--- src/hdl/ebe_pkg.sv ---
// ebe_pkg: constants, types and helpers for the byte entropy estimator
// used by every file under hdl; no dependencies
package ebe_pkg;

  localparam int COUNT_BITS = 20;
  localparam int BIN_COUNT  = 256;
  localparam int BIN_W      = $clog2(BIN_COUNT);
  localparam int LOG_FRAC   = 24;
  localparam int OUT_FRAC   = 16;
  localparam int KW         = $clog2(COUNT_BITS);
  localparam int LOG_W      = KW + LOG_FRAC;
  localparam int SUM_W      = COUNT_BITS + LOG_W;
  localparam int FIELD_W    = 20;
  localparam int RND_SH     = LOG_FRAC - OUT_FRAC;
  localparam int ITER_W     = $clog2(LOG_FRAC);

  localparam logic [COUNT_BITS-1:0] COUNT_MAX   = {COUNT_BITS{1'b1}};
  localparam logic [FIELD_W-1:0]    FIELD_MAX   = {FIELD_W{1'b1}};
  localparam logic [FIELD_W-1:0]    ENTROPY_MAX = FIELD_W'(8 << OUT_FRAC);
  localparam logic [BIN_W-1:0]      LAST_BIN    = BIN_W'(BIN_COUNT - 1);

  typedef logic [COUNT_BITS-1:0] count_t;
  typedef logic [LOG_W-1:0]      log_t;
  typedef logic [SUM_W-1:0]      sum_t;
  typedef logic [BIN_W-1:0]      bin_t;

  typedef struct packed {
    logic cnt;
    logic clr;
    bin_t addr;
  } hist_req_t;

  typedef struct packed {
    logic done;
    log_t value;
  } log_rsp_t;

  typedef enum logic [3:0] {
    S_INIT, S_COUNT, S_DRAIN, S_LOGN, S_RD, S_RDW, S_LOGC, S_MUL, S_ACC, S_DIV, S_DONE
  } state_t;

  function automatic logic [FIELD_W-1:0] sat_field(input count_t v);
    logic [32:0] w;
    w = 33'(v);
    return (w > 33'(FIELD_MAX)) ? FIELD_MAX : w[FIELD_W-1:0];
  endfunction

endpackage

--- src/hdl/ebe_div.sv ---
// ebe_div: restoring divider, one quotient bit per cycle
// depends on ebe_pkg
module ebe_div
  import ebe_pkg::*;
(
  input  logic   clk,
  input  logic   rst_n,
  input  logic   start,
  input  sum_t   dividend,
  input  count_t divisor,
  output logic   done,
  output sum_t   quotient
);

  localparam int CW = $clog2(SUM_W + 1);

  sum_t                q_r;
  logic [COUNT_BITS:0] rem_r;
  count_t              dv_r;
  logic [CW-1:0]       cnt_r;
  logic                busy_r;
  logic                done_r;
  logic [COUNT_BITS:0] rem_s;
  logic                ge;

  assign rem_s = {rem_r[COUNT_BITS-1:0], q_r[SUM_W-1]};
  assign ge    = rem_s >= {1'b0, dv_r};

  always_ff @(posedge clk) begin
    if (start) begin
      q_r   <= dividend;
      rem_r <= '0;
      dv_r  <= divisor;
    end else if (busy_r) begin
      rem_r <= ge ? rem_s - {1'b0, dv_r} : rem_s;
      q_r   <= {q_r[SUM_W-2:0], ge};
    end
  end

  always_ff @(posedge clk) begin
    if (!rst_n) begin
      busy_r <= 1'b0;
      cnt_r  <= '0;
      done_r <= 1'b0;
    end else begin
      done_r <= 1'b0;
      if (start) begin
        busy_r <= 1'b1;
        cnt_r  <= '0;
      end else if (busy_r) begin
        cnt_r <= cnt_r + CW'(1);
        if (cnt_r == CW'(SUM_W - 1)) begin
          busy_r <= 1'b0;
          done_r <= 1'b1;
        end
      end
    end
  end

  assign done     = done_r;
  assign quotient = q_r;

endmodule

--- config.mk ---
export PLATFORM = sky130hd
export DESIGN_NAME = ebe_div
export DESIGN_NICKNAME = d
export VERILOG_FILES = /design/src/hdl/ebe_pkg.sv /design/src/hdl/ebe_div.sv
export SDC_FILE = /design/constraint.sdc
export NUM_CORES = 1
export LEC_CHECK = 0
export ABC_AREA = 1
export BUFFER_PORTS_ARGS = -buffer_cell sky130_fd_sc_hd__buf_2
export CAP_MARGIN = 20
export CORE_UTILIZATION = 32
export DETAILED_ROUTE_END_ITERATION = 8
export SLEW_MARGIN = 20
export SYNTH_ARGS = -nofsm -noshare
export SYNTH_HDL_FRONTEND = slang
export SYNTH_SLANG_ARGS = --single-unit
--- constraint.sdc ---
create_clock -name clk -period 5.35 [get_ports clk]
set_input_delay 0.2675 -clock clk [delete_from_list [all_inputs] [get_ports clk]]
set_output_delay 0.2675 -clock clk [all_outputs]
set_load 0.01 [all_outputs]
=== Word level (Yosys, flattened, before mapping) ===
Cells that the tools add are included.

* Add/sub/neg operators: 2
* $lt $le $gt $ge: 1
* Eq/ne operators: 1
* Mux-type cells: 7
* Bitwise gates (word level): 2
* Reductions and logical operators: 3

{| class="wikitable"
|+ Operator list
! cell !! count
|-
| $mux W49 || 2
|-
| $ge A21 B20 Y1 || 1
|-
| $mux W20 || 1
|-
| $sub A20 B20 Y20 || 1
|-
| $add A6 B1 Y6 const B || 1
|-
| $eq A6 B6 Y1 const B || 1
|-
| $mux W1 || 4
|-
| $reduce_or A3 Y1 || 1
|-
| $not A1 Y1 || 2
|-
| $reduce_bool A2 Y1 || 1
|-
| $reduce_or A2 Y1 || 1
|}

* Register bits: 97
* Input bits: 72
* Output and inout port bits: 50
* Word-level logic and storage cells: 22

=== Depth between registers and ports, before layout ===
* Depth after elaboration: 4
* Gate-level depth with buffers: 15
* Gate-level depth less buffers: 15

=== Worst setup path before layout ===
No wires, ideal clock.

* Path type: input-to-reg
* From: input start
* To: register q_r[0], in the netlist quotient[0] (enable)
* Library setup time: 0.433 ns
* Arrival: 2.170 ns
* Required time: 4.917 ns
* Path slack: 2.747 ns
* Stages: 4
* Path buffers: 2
* Cell sequence: clkbuf_1 nor2_1 inv_1 clkbuf_1

* Longest elaborated chain between the ends: 1

{| class="wikitable"
|+ RTL lines
! what !! RTL line !! source
|-
| start, declared || ebe_div.sv:8 || <nowiki>input logic start,</nowiki>
|-
| $reduce_bool A2 Y1 (no source line) || -- ||
|-
| end signal, assigned || ebe_div.sv:31 || <nowiki>q_r <= dividend;</nowiki>
|-
| end signal, assigned || ebe_div.sv:36 || <nowiki>q_r <= {q_r[SUM_W-2:0], ge};</nowiki>
|-
| end, declared || ebe_div.sv:17 || <nowiki>sum_t q_r;</nowiki>
|}

Every way passes these cells.
A chain may end at the register's enable or synchronous reset.

=== Worst setup path in the final report ===
* From: register dv_r[15]
* To: register rem_r[8]

* Longest elaborated chain between the ends: 2

{| class="wikitable"
|+ RTL lines
! what !! RTL line !! source
|-
| start, declared || ebe_div.sv:19 || <nowiki>count_t dv_r;</nowiki>
|-
| start signal, assigned || ebe_div.sv:33 || <nowiki>dv_r <= divisor;</nowiki>
|-
| $ge A21 B20 Y1 || ebe_div.sv:27 || <nowiki>assign ge = rem_s >= {1'b0, dv_r};</nowiki>
|-
| $mux W20 || ebe_div.sv:35 || <nowiki>rem_r <= ge ? rem_s - {1'b0, dv_r} : rem_s;</nowiki>
|-
| end signal, assigned || ebe_div.sv:35 ||
|-
| end, declared || ebe_div.sv:18 || <nowiki>logic [COUNT_BITS:0] rem_r;</nowiki>
|}

Every way passes these cells.

==> out/qor.txt <==
synthesis-to-finish area growth = 20.24%
Slew headroom = 0.3324
placed cell areas = 0.006259 mm2
met2 usage = 0.2635
Nets = 906
GRT overflow = 0
Min Hold Slack = 88.22 ps
Total Neg Setup Slack = 0 ps
Setup Buffers After CTS = 0
pwr dens = 283.5 mW/mm2
Synth cell types = 36
endpoints failing hold = 0
Syn Area/Cell = 7.869 um2
largest net degree at the start of global routing = 72
Setup crit end kind = register
Final setup viols = 0
WS Path Type = reg -> reg
Final Cycle Share = 0.4905
final wirelength = 14100 um
Top Ports = 122
core area = 0.01664 mm2
# H-tree levels = 3
clock root cell = clkbuf_16
syn nets = 791
Synthesis Warnings = 0
Mapped Area = 0.005477 mm2
first-pass GRT wire length = 23280 um
part of the Yosys area used for sequential elements = 0.4807
Inserted Diodes = 0
Worst Path Arrival = 2910 ps
Routed wire per std cell = 13.61 um
Synth Register Bits = 97
row count = 47
RSZ-0062 raised after global routing = false
met3 GRT Util = 0.05670
GRT busiest layer = met2
vias per cell = 4.570
Setup crit start kind = register
Max FO, Critical Path = 22
fin. max-slew vios = 0
Die X = 132.8 um
fmax = 0.3811 GHz
first drt pass iteration count = 5
max-cap viol count = 0
clock sinks = 97
Final Cell Area = 0.006585 mm2
Post-synth EDFFs = 69
Final Non-Filler Cells = 1036
hold crit path type = in -> reg
initial antenna violation count = 0
Critical Path RT = 5630 ps
met1 usage = 0.2240
hpwl dp = 10300 um
minimum clock period = 2624 ps
Clock transition at path regs = 70 ps
Remaining DRCs = 0
vias = 4735
Least-Margin Pin Slew = 1000 ps
top cells by area, synth = edfxtp_1 (38%), nand2_1 (21%), dfxtp_1 (10%)
vias in the first global route = 4668
post-route ant nets = 0
Clock Tree Buf Depth = 2
area leader, netlist = edfxtp_1
clk_skew = 6.922 ps
global placement routability congestion = 0.8521
die area = 0.01764 mm2
share of cells above drive strength 1 = 0.2059
status = completed
Max rail drop VDD = 0.1437 mV
total CTS buffers = 9
Gates resized, CTS repair = 0
Yosys top cell area share = 0.3783
Starting Density = 0.3291
P_leak = 3.350 nW
PortBufs = 121
worst skew pair latency = 350 ps
asr flop ratio synth = 0
global-route usage over all layers = 0.1688
Die Span Y = 132.8 um
Post-CTS Hold Buffers = 0
dominant synthesized flop cell = edfxtp_1
placed cells = 1020
Cells after Synth = 696
initial DRC count = 292
CTS tree = built
==> kinds of logic after synthesis <==
logic type / after synthesis / share of synthesized area
xor+xnor: 9 / 0.01439
fa+ha+maj: 23 / 0.05392
buf+inv: 116 / 0.08864
compound gates: 31 / 0.03153
simple gates: 420 / 0.3308
flops: 97 / 0.4807
==> layout by cell type, fill, tap and decap left out, drive strengths merged <==
master / Yosys / layout
a211oi: 1 / 1
a21oi: 15 / 15
a31oi: 1 / 1
buf: 9 / 125
bufinv: 0 / 2
clkbuf: 12 / 9
clkinv: 3 / 5
clkinvlp: 0 / 1
dfxtp: 28 / 28
edfxtp: 69 / 69
fa: 1 / 1
ha: 22 / 22
inv: 92 / 94
nand2: 313 / 313
nand3: 50 / 50
nand3b: 15 / 15
nand4: 1 / 1
nor2: 26 / 26
nor3: 12 / 12
nor3b: 2 / 2
nor4: 1 / 1
o211a: 1 / 1
o21a: 1 / 1
o21ai: 11 / 11
o21bai: 1 / 1
xnor2: 7 / 7
xor2: 2 / 2
==> layer usage <==
| metal | wire length [um] | vias up |
|---|---|---|
| met3 | 1117 | 9 |
| met5 | 0 | - |
| met1 | 6680 | 2152 |
| met4 | 114 | 0 |
| met2 | 6188 | 143 |
| li1 | - | 2431 |
==> where the power goes <==
part	internal, mW	leakage (nW)	switching, mW
sequential	0.870	0.925	0.0302
clock	0.415	0.158	0.309
combinational	0.0913	2.27	0.152
==> worst max-delay path: stages, from the launching register on <==
cell and delay (ps):
edfxtp_1 330, inv_1 40, ha_1 360, nand2_2 120, inv_1 50, nand2_1 60
nand2_1 70, nand2_1 60, nand2_1 60, nor2_2 770, nand2_4 320, nand2_1 150
nand3_1 80, o21ai_1 80
==> cell type report <==
class                      instances  area [um2]
fill                            1709       10060
sequential                        97        2633
multi-input combinational        483        2359
timing repair buffer             125       635.6
inverter                          95       356.6
tap                              220       275.3
clock buffer                       9       225.2
clock inverter                     7       101.3
==> per-stage QoR <==
step                      power [mW]  utilization  worst slack (ps)
after floorplan                1.049            -              2747
after global placement         1.162       0.3761              2764
after detailed placement       1.161       0.3761              2767
after CTS                      1.892       0.3957              2726
after global routing           1.952       0.3957              2470
final                          1.867       0.3957              2726
==> worst paths after layout <==
kind               startpoint        end  slack [ps]  depth (start not counted)
setup / recovery     dv_r[15]   rem_r[8]        2730                         13
setup reg to reg     dv_r[15]   rem_r[8]        2730                         13
hold / removal    divisor[16]   dv_r[16]          90                          1
hold reg to reg     rem_r[18]  rem_r[18]         480                          2
==> Yosys cell counts, types with 9 or more instances <==
cell type  instances
nand2_1          304
inv_1             90
nor3_1            11
a21oi_1           14
nor2_1            20
clkbuf_1          12
ha_1              22
o21ai_1            9
nand3_1           44
nand3b_1          15
dfxtp_1           28
edfxtp_1          69
==> sequential cells by signal, indices dropped and copies added, names as in the netlist <==
register	count
busy_r	1
quotient	49
done	1
dv_r	20
rem_r	20
cnt_r	6
No activity file was read; power rests on OpenSTA's default activity.
