`config.mk`:
```
export PLATFORM = sky130hd
export DESIGN_NAME = ebe_log2
export DESIGN_NICKNAME = d
export VERILOG_FILES = /design/src/hdl/ebe_pkg.sv /design/src/hdl/ebe_log2.sv
export SDC_FILE = /design/constraint.sdc
export NUM_CORES = 2
export LEC_CHECK = 0
export BUFFER_PORTS_ARGS = -buffer_cell sky130_fd_sc_hd__buf_2
export CAP_MARGIN = 5
export CORE_MARGIN = 2
export CORE_UTILIZATION = 60
export CTS_CLUSTER_DIAMETER = 120
export DETAILED_ROUTE_END_ITERATION = 7
export MAX_ROUTING_LAYER = met4
export PLACE_DENSITY_LB_ADDON = 0.25
export SLEW_MARGIN = 20
export SYNTH_ARGS = -nofsm -noshare
export SYNTH_HDL_FRONTEND = slang
export SYNTH_SLANG_ARGS = --single-unit
```
`constraint.sdc`:
```
create_clock -name clk -period 11.2 [get_ports clk]
set_input_delay 0.56 -clock clk [delete_from_list [all_inputs] [get_ports clk]]
set_output_delay 0.56 -clock clk [all_outputs]
set_load 0.02 [all_outputs]
```
`src/hdl/ebe_pkg.sv`:
```
// ebe_pkg: constants, types and helpers for the byte entropy estimator
// used by every file under hdl; no dependencies
package ebe_pkg;

  localparam int COUNT_BITS = 20;
  localparam int BIN_COUNT  = 256;
  localparam int BIN_W      = $clog2(BIN_COUNT);
  localparam int LOG_FRAC   = 24;
  localparam int OUT_FRAC   = 16;
  localparam int KW         = $clog2(COUNT_BITS);
  localparam int LOG_W      = KW + LOG_FRAC;
  localparam int SUM_W      = COUNT_BITS + LOG_W;
  localparam int FIELD_W    = 20;
  localparam int RND_SH     = LOG_FRAC - OUT_FRAC;
  localparam int ITER_W     = $clog2(LOG_FRAC);

  localparam logic [COUNT_BITS-1:0] COUNT_MAX   = {COUNT_BITS{1'b1}};
  localparam logic [FIELD_W-1:0]    FIELD_MAX   = {FIELD_W{1'b1}};
  localparam logic [FIELD_W-1:0]    ENTROPY_MAX = FIELD_W'(8 << OUT_FRAC);
  localparam logic [BIN_W-1:0]      LAST_BIN    = BIN_W'(BIN_COUNT - 1);

  typedef logic [COUNT_BITS-1:0] count_t;
  typedef logic [LOG_W-1:0]      log_t;
  typedef logic [SUM_W-1:0]      sum_t;
  typedef logic [BIN_W-1:0]      bin_t;

  typedef struct packed {
    logic cnt;
    logic clr;
    bin_t addr;
  } hist_req_t;

  typedef struct packed {
    logic done;
    log_t value;
  } log_rsp_t;

  typedef enum logic [3:0] {
    S_INIT, S_COUNT, S_DRAIN, S_LOGN, S_RD, S_RDW, S_LOGC, S_MUL, S_ACC, S_DIV, S_DONE
  } state_t;

  function automatic logic [FIELD_W-1:0] sat_field(input count_t v);
    logic [32:0] w;
    w = 33'(v);
    return (w > 33'(FIELD_MAX)) ? FIELD_MAX : w[FIELD_W-1:0];
  endfunction

endpackage

```
`src/hdl/ebe_log2.sv`:
```
// ebe_log2: iterative fixed-point log2, one squaring per cycle
// depends on ebe_pkg
module ebe_log2
  import ebe_pkg::*;
(
  input  logic     clk,
  input  logic     rst_n,
  input  logic     start,
  input  count_t   x,
  output logic     busy,
  output log_rsp_t rsp
);

  logic              busy_r;
  logic [ITER_W-1:0] it_r;
  logic [31:0]       m_r;
  log_t              r_r;
  logic              done_r;
  logic [KW-1:0]     k;
  logic [63:0]       sq;
  logic [32:0]       t;

  always_comb begin
    k = '0;
    for (int i = 0; i < COUNT_BITS; i++) begin
      if (x[i]) k = KW'(i);
    end
  end

  assign sq = 64'(m_r) * 64'(m_r);
  assign t  = sq[63:31];

  always_ff @(posedge clk) begin
    if (start) begin
      m_r <= 32'(x) << (6'd31 - 6'(k));
      r_r <= {k, {LOG_FRAC{1'b0}}};
    end else if (busy_r) begin
      m_r <= t[32] ? t[32:1] : t[31:0];
      r_r[ITER_W'(LOG_FRAC - 1) - it_r] <= t[32];
    end
  end

  always_ff @(posedge clk) begin
    if (!rst_n) begin
      busy_r <= 1'b0;
      it_r   <= '0;
      done_r <= 1'b0;
    end else begin
      done_r <= 1'b0;
      if (start) begin
        busy_r <= 1'b1;
        it_r   <= '0;
      end else if (busy_r) begin
        it_r <= it_r + ITER_W'(1);
        if (it_r == ITER_W'(LOG_FRAC - 1)) begin
          busy_r <= 1'b0;
          done_r <= 1'b1;
        end
      end
    end
  end

  assign busy      = busy_r;
  assign rsp.done  = done_r;
  assign rsp.value = r_r;

endmodule

```
[After elaboration in Yosys (flattened, before gate mapping)]
Index checks and enable logic that the tools add are counted.
Word-level totals
  register bits after elaboration: 68
  input port bits: 23
  logic and storage cells: 51
Cells by class
  $add $sub $neg: 3
  multipliers: 1
  $lt $le $gt $ge: 2
  eq/ne operators: 1
  shift operators: 1
  muxes and demuxes: 31
  bitwise logic cells: 2
  reduce and logical (&&, ||, !) cells: 4
Operators by type and width (count)
  $mux 32: 3
  $mux 5: 18
  $mul 32x32->64: 1
  $mux 29: 2
  $shl 20x6->32: 1
  $bwmux 29: 1
  $lt 5x6->1 const B: 1
  $mux 1: 6
  $sub 5x5->6 const A: 1
  $add 5x1->5 const B: 1
  $demux 1 s5: 1
  $eq 5x5->1 const B: 1
  $ge 5x1->1 const B: 1
  $sub 5x5->5 const A: 1
  $reduce_or 3->1: 1
  $not 1->1: 2
  $reduce_bool 2->1: 1
  $reduce_or 2->1: 1
  $logic_and 1x1->1: 1

[Longest topological paths before layout]
  word-level depth: 22
  mapped depth: 31

[Least setup slack after synthesis]
Ideal clock, no wire load.
  path kind: register -> register
  start: reg m_r[4]
  end: reg m_r[29] (data pin)
  arrival time: 7.423 ns
  data required time: 10.925 ns
  path slack: 3.502 ns
  cell stages (with the launch flop): 28
  buffers on the path: 2
  period minus slack after synthesis: 7.698 ns
  cell sequence: edfxtp_1 -> clkbuf_1 -> clkbuf_1 -> nand2_1 -> fa_1 -> inv_1 -> fa_1 -> inv_1 -> fa_1 -> fa_1 -> inv_1 -> fa_1 -> inv_1 -> fa_1 -> inv_1 -> fa_1 -> fa_1 -> ha_1 -> and2_1 -> and3_1 -> a32oi_1 -> nand3_1 -> a31oi_1 -> o41ai_2 -> a31o_2 -> a41oi_1 -> mux2i_1 -> o221ai_1
On the way
  word-level cells in the longest chain between the ends: 4
RTL lines
  start, declared: line ebe_log2.sv:16  | logic [31:0] m_r;
  start signal, assigned: line ebe_log2.sv:35  | m_r <= 32'(x) << (6'd31 - 6'(k));
  start signal, assigned: line ebe_log2.sv:38  | m_r <= t[32] ? t[32:1] : t[31:0];
  $mul 32x32->64: line ebe_log2.sv:30  | assign sq = 64'(m_r) * 64'(m_r);
  $mux 32: line ebe_log2.sv:38
  $mux 32: line ebe_log2.sv:37  | end else if (busy_r) begin
  $mux 32: line ebe_log2.sv:34  | if (start) begin
No other way between the ends. The select of a mux whose other input is x is not followed.
A chain may end at the register's enable or synchronous reset.

[Worst setup path in the final report]
  start: reg m_r[9]
  end: reg m_r[30] (data pin)
The elaborated chain is that of the path after synthesis.

==> results.toml <==
[timing]
rsz0062_at_grt = "no"
setup_viol = 0
fmax_ghz = 0.104
relSlewSlack_pct = 28.2
tightest_slew_ns = 1.08
final_hold_viol_count = 0
drv_slew = 0
setup_ws_ns = 1.55
tns_ns = 0
fin_skew_ns = 0.0106
finalCritPeriodShare_pct = 86.1
fin_crit_ns = 9.65

[routing]
wl_um = 84500
drtAntennaViolNets = 0
drc = 1
dr.pass1.iters = 8
drtIter0Drc = 1624
avgRoutedWirePerCell_um = 19.7
vias = 23800
vias_per_cell = 5.55

[die]
num_rows = 86
ioPinCount = 54
die_h_um = 239
core_mm2 = 0.0548
die_area_mm2 = 0.0570
die_x_um = 239
initial_utilization_pct = 60.4

[worst_hold_path]
hold_class = "flop to flop"

[cells_and_area]
diodes = 0
fin_util_pct = 62.7
final_area_mm2 = 0.0343
layout-drive-gt1-share_pct = 4.47
fillers = 4663
syn2layout_area_growth_pct = 3.77
nets = 4683

[logic_synthesis]
synth-edff-count = 37
ys_seq_elements = 68
syn_inst = 3609
async_flop_share_pct = 0
synth_area_per_cell_um2 = 9.17
ys_types = 73
yosysSeqAreaShare_pct = 5.23
syn-num-nets = 4721
synthSimpleGateAreaFrac_pct = 12.0
synth-xor-area-share_pct = 1.61
ys.warnings.count = 0
synth_top_family_by_area = "adder cells"
synth_compound_area_share_pct = 7.28
yosys_most_used_dff = "edfxtp_1"
synth_fa_ha_area_share_pct = 59.3
muxShareOfSynthArea_pct = 1.36
syn-cell-area_mm2 = 0.0331

[setup_path]
critical_path.max_fanout = 49
critPathRequiredTime_ns = 11.30
arrival_ns = 9.75
crit_type = "flop to flop"
start_kind = "flop"
cp-end-kind = "flop"

[status]
violations = "DRC"
status = "finished, violations left"

[clock_network]
insertion_delay_ns = 0.35
cts.sink_count = 68
post-cts-setup-buffers = 0
cts_root_buf = "clkbuf_16"
cts_hold_buf = 0
htree_levels = 3
cts_resized = 0
clockBufferDepth = 2
clkTransAtPathRegs_ns = 0.06
cts_buffers = 9
cts_tree = "done"

[global_route]
antenna_found_initial = 2
grt_pass1_vias = 26400
grt_max_degree = 73
grt-ovfl-total = 0
grt_use_total_pct = 32.9
grt_pass1_wl_um = 139000

[placement]
pre_cts_ws_ns = 1.79
place_congestion = 0.985
place_area_mm2 = 0.0340
io_buffers = 53
hpwl_um = 68600

[run]
cap_violations = 0
-- area by class of cell --
type	instances	area (um^2)	share of cell area [%]
multi-input cells	2386	27000	78.6
inverters	1007	3780	11.0
flip-flops and latches	68	1730	5.04
well taps	704	881	2.56
repair buffers	99	648	1.89
clock buffers	10	250	0.729
clock inverters	6	52.6	0.153
-- state kept, by name, summed over array words and instances, names as in the netlist --
name and cells:
done_r 1, it_r 5, r_r 29, busy 1
m_r 32
-- layer usage --
| metal | vias up | routed length, um | GRT usage [%] | share of wire, % |
|---|---|---|---|---|
| li1 | 10700 | - | - | - |
| met1 | 11900 | 33000 | 40.6 | 39 |
| met2 | 901 | 40700 | 53.9 | 48 |
| met3 | 224 | 6610 | 6.22 | 7.8 |
| met4 | 0 | 4110 | 13.0 | 4.9 |
| met5 | - | 0 | - | 0 |
-- cell families (layout without fill, tap and decap cells) --
logic type | count (synthesis) | count (layout)
flops | 68 | 68
buf+inv | 1155 | 1122
simple gates | 843 | 843
mux | 41 | 41
xor+xnor | 61 | 61
fa+ha+maj | 1089 | 1089
compound gates | 352 | 352
-- per-stage QoR --
stage | hold WS, ns | cells
after floorplan | 0.533 | 3609
after global placement | 0.472 | 4264
after detailed placement | 0.473 | 4264
after CTS | 0.485 | 4280
after global routing | 0.489 | 4280
final | 0.485 | 4280
-- cells in the mapped netlist (8+ instances only) --
| cell | n | share of area (%) |
|---|---|---|
| xnor2_1 | 36 | 0.95 |
| and2_1 | 210 | 4.0 |
| o21ai_0 | 52 | 0.79 |
| nor2b_1 | 9 | 0.17 |
| a21o_1 | 37 | 0.84 |
| a211oi_1 | 35 | 0.79 |
| o31ai_1 | 8 | 0.18 |
| nor4_1 | 8 | 0.15 |
| o22ai_1 | 11 | 0.21 |
| o21a_1 | 9 | 0.20 |
| dfxtp_1 | 31 | 1.9 |
| a31oi_1 | 11 | 0.21 |
| nand2_1 | 349 | 4.0 |
| nand4_1 | 15 | 0.28 |
| o21bai_1 | 14 | 0.32 |
| buf_2 | 9 | 0.14 |
| a31o_2 | 13 | 0.34 |
| clkbuf_1 | 132 | 1.5 |
| mux2i_1 | 28 | 0.85 |
| ha_1 | 291 | 11 |
| inv_1 | 1007 | 11 |
| xor2_1 | 25 | 0.66 |
| nand3_1 | 32 | 0.48 |
| mux2_2 | 11 | 0.37 |
| or2_2 | 9 | 0.17 |
| o211ai_1 | 14 | 0.32 |
| nor3_1 | 24 | 0.36 |
| a21oi_1 | 77 | 1.2 |
| edfxtp_1 | 37 | 3.4 |
| nor2_1 | 151 | 1.7 |
| fa_1 | 798 | 48 |
| o221ai_1 | 12 | 0.32 |
-- placed cells by master (no fill, tap or decap), types with 12 or more instances in the layout --
cell type | Yosys | final
a211oi_1 | 35 | 35
a21o_1 | 37 | 37
a21oi_1 | 77 | 77
a31o_2 | 13 | 13
and2_1 | 210 | 210
buf_2 | 9 | 53
buf_4 | 6 | 43
dfxtp_1 | 31 | 31
edfxtp_1 | 37 | 37
fa_1 | 798 | 798
ha_1 | 291 | 291
inv_1 | 1007 | 1007
mux2i_1 | 28 | 28
nand2_1 | 349 | 349
nand3_1 | 32 | 32
nand4_1 | 15 | 15
nor2_1 | 151 | 151
nor3_1 | 24 | 24
o211ai_1 | 14 | 14
o21ai_0 | 52 | 52
o21bai_1 | 14 | 14
o221ai_1 | 12 | 12
xnor2_1 | 36 | 36
xor2_1 | 25 | 25
-- final timing paths --
path            from  endpoint  slack (ns)  cells past startpoint
max           m_r[9]   m_r[30]        1.55                     25
min          r_r[20]   r_r[20]        0.48                      2
max reg2reg   m_r[9]   m_r[30]        1.55                     25
min reg2reg  r_r[20]   r_r[20]        0.48                      2
-- worst max-delay path, cell delays in order (launching register included) --
cell and delay [ns]:
edfxtp_1 0.94, buf_4 0.47, inv_1 0.37, nor2_1 0.24, fa_1 0.46, fa_1 0.52
inv_1 0.05, fa_1 0.48, fa_1 0.52, fa_1 0.57, inv_1 0.05, fa_1 0.48
fa_1 0.54, fa_1 0.43, ha_1 0.33, a21oi_1 0.19, o21ai_0 0.17, a211oi_1 0.48
o211ai_1 0.22, o2111ai_1 0.25, a21oi_1 0.16, a211oi_4 0.72, buf_12 0.31, nand2_1 0.11
a2bb2oi_1 0.18, o21a_1 0.13
Power is left out: the tool's default activity adds up to more than one toggle a clock period on the data nets, which glitch-free logic cannot reach.
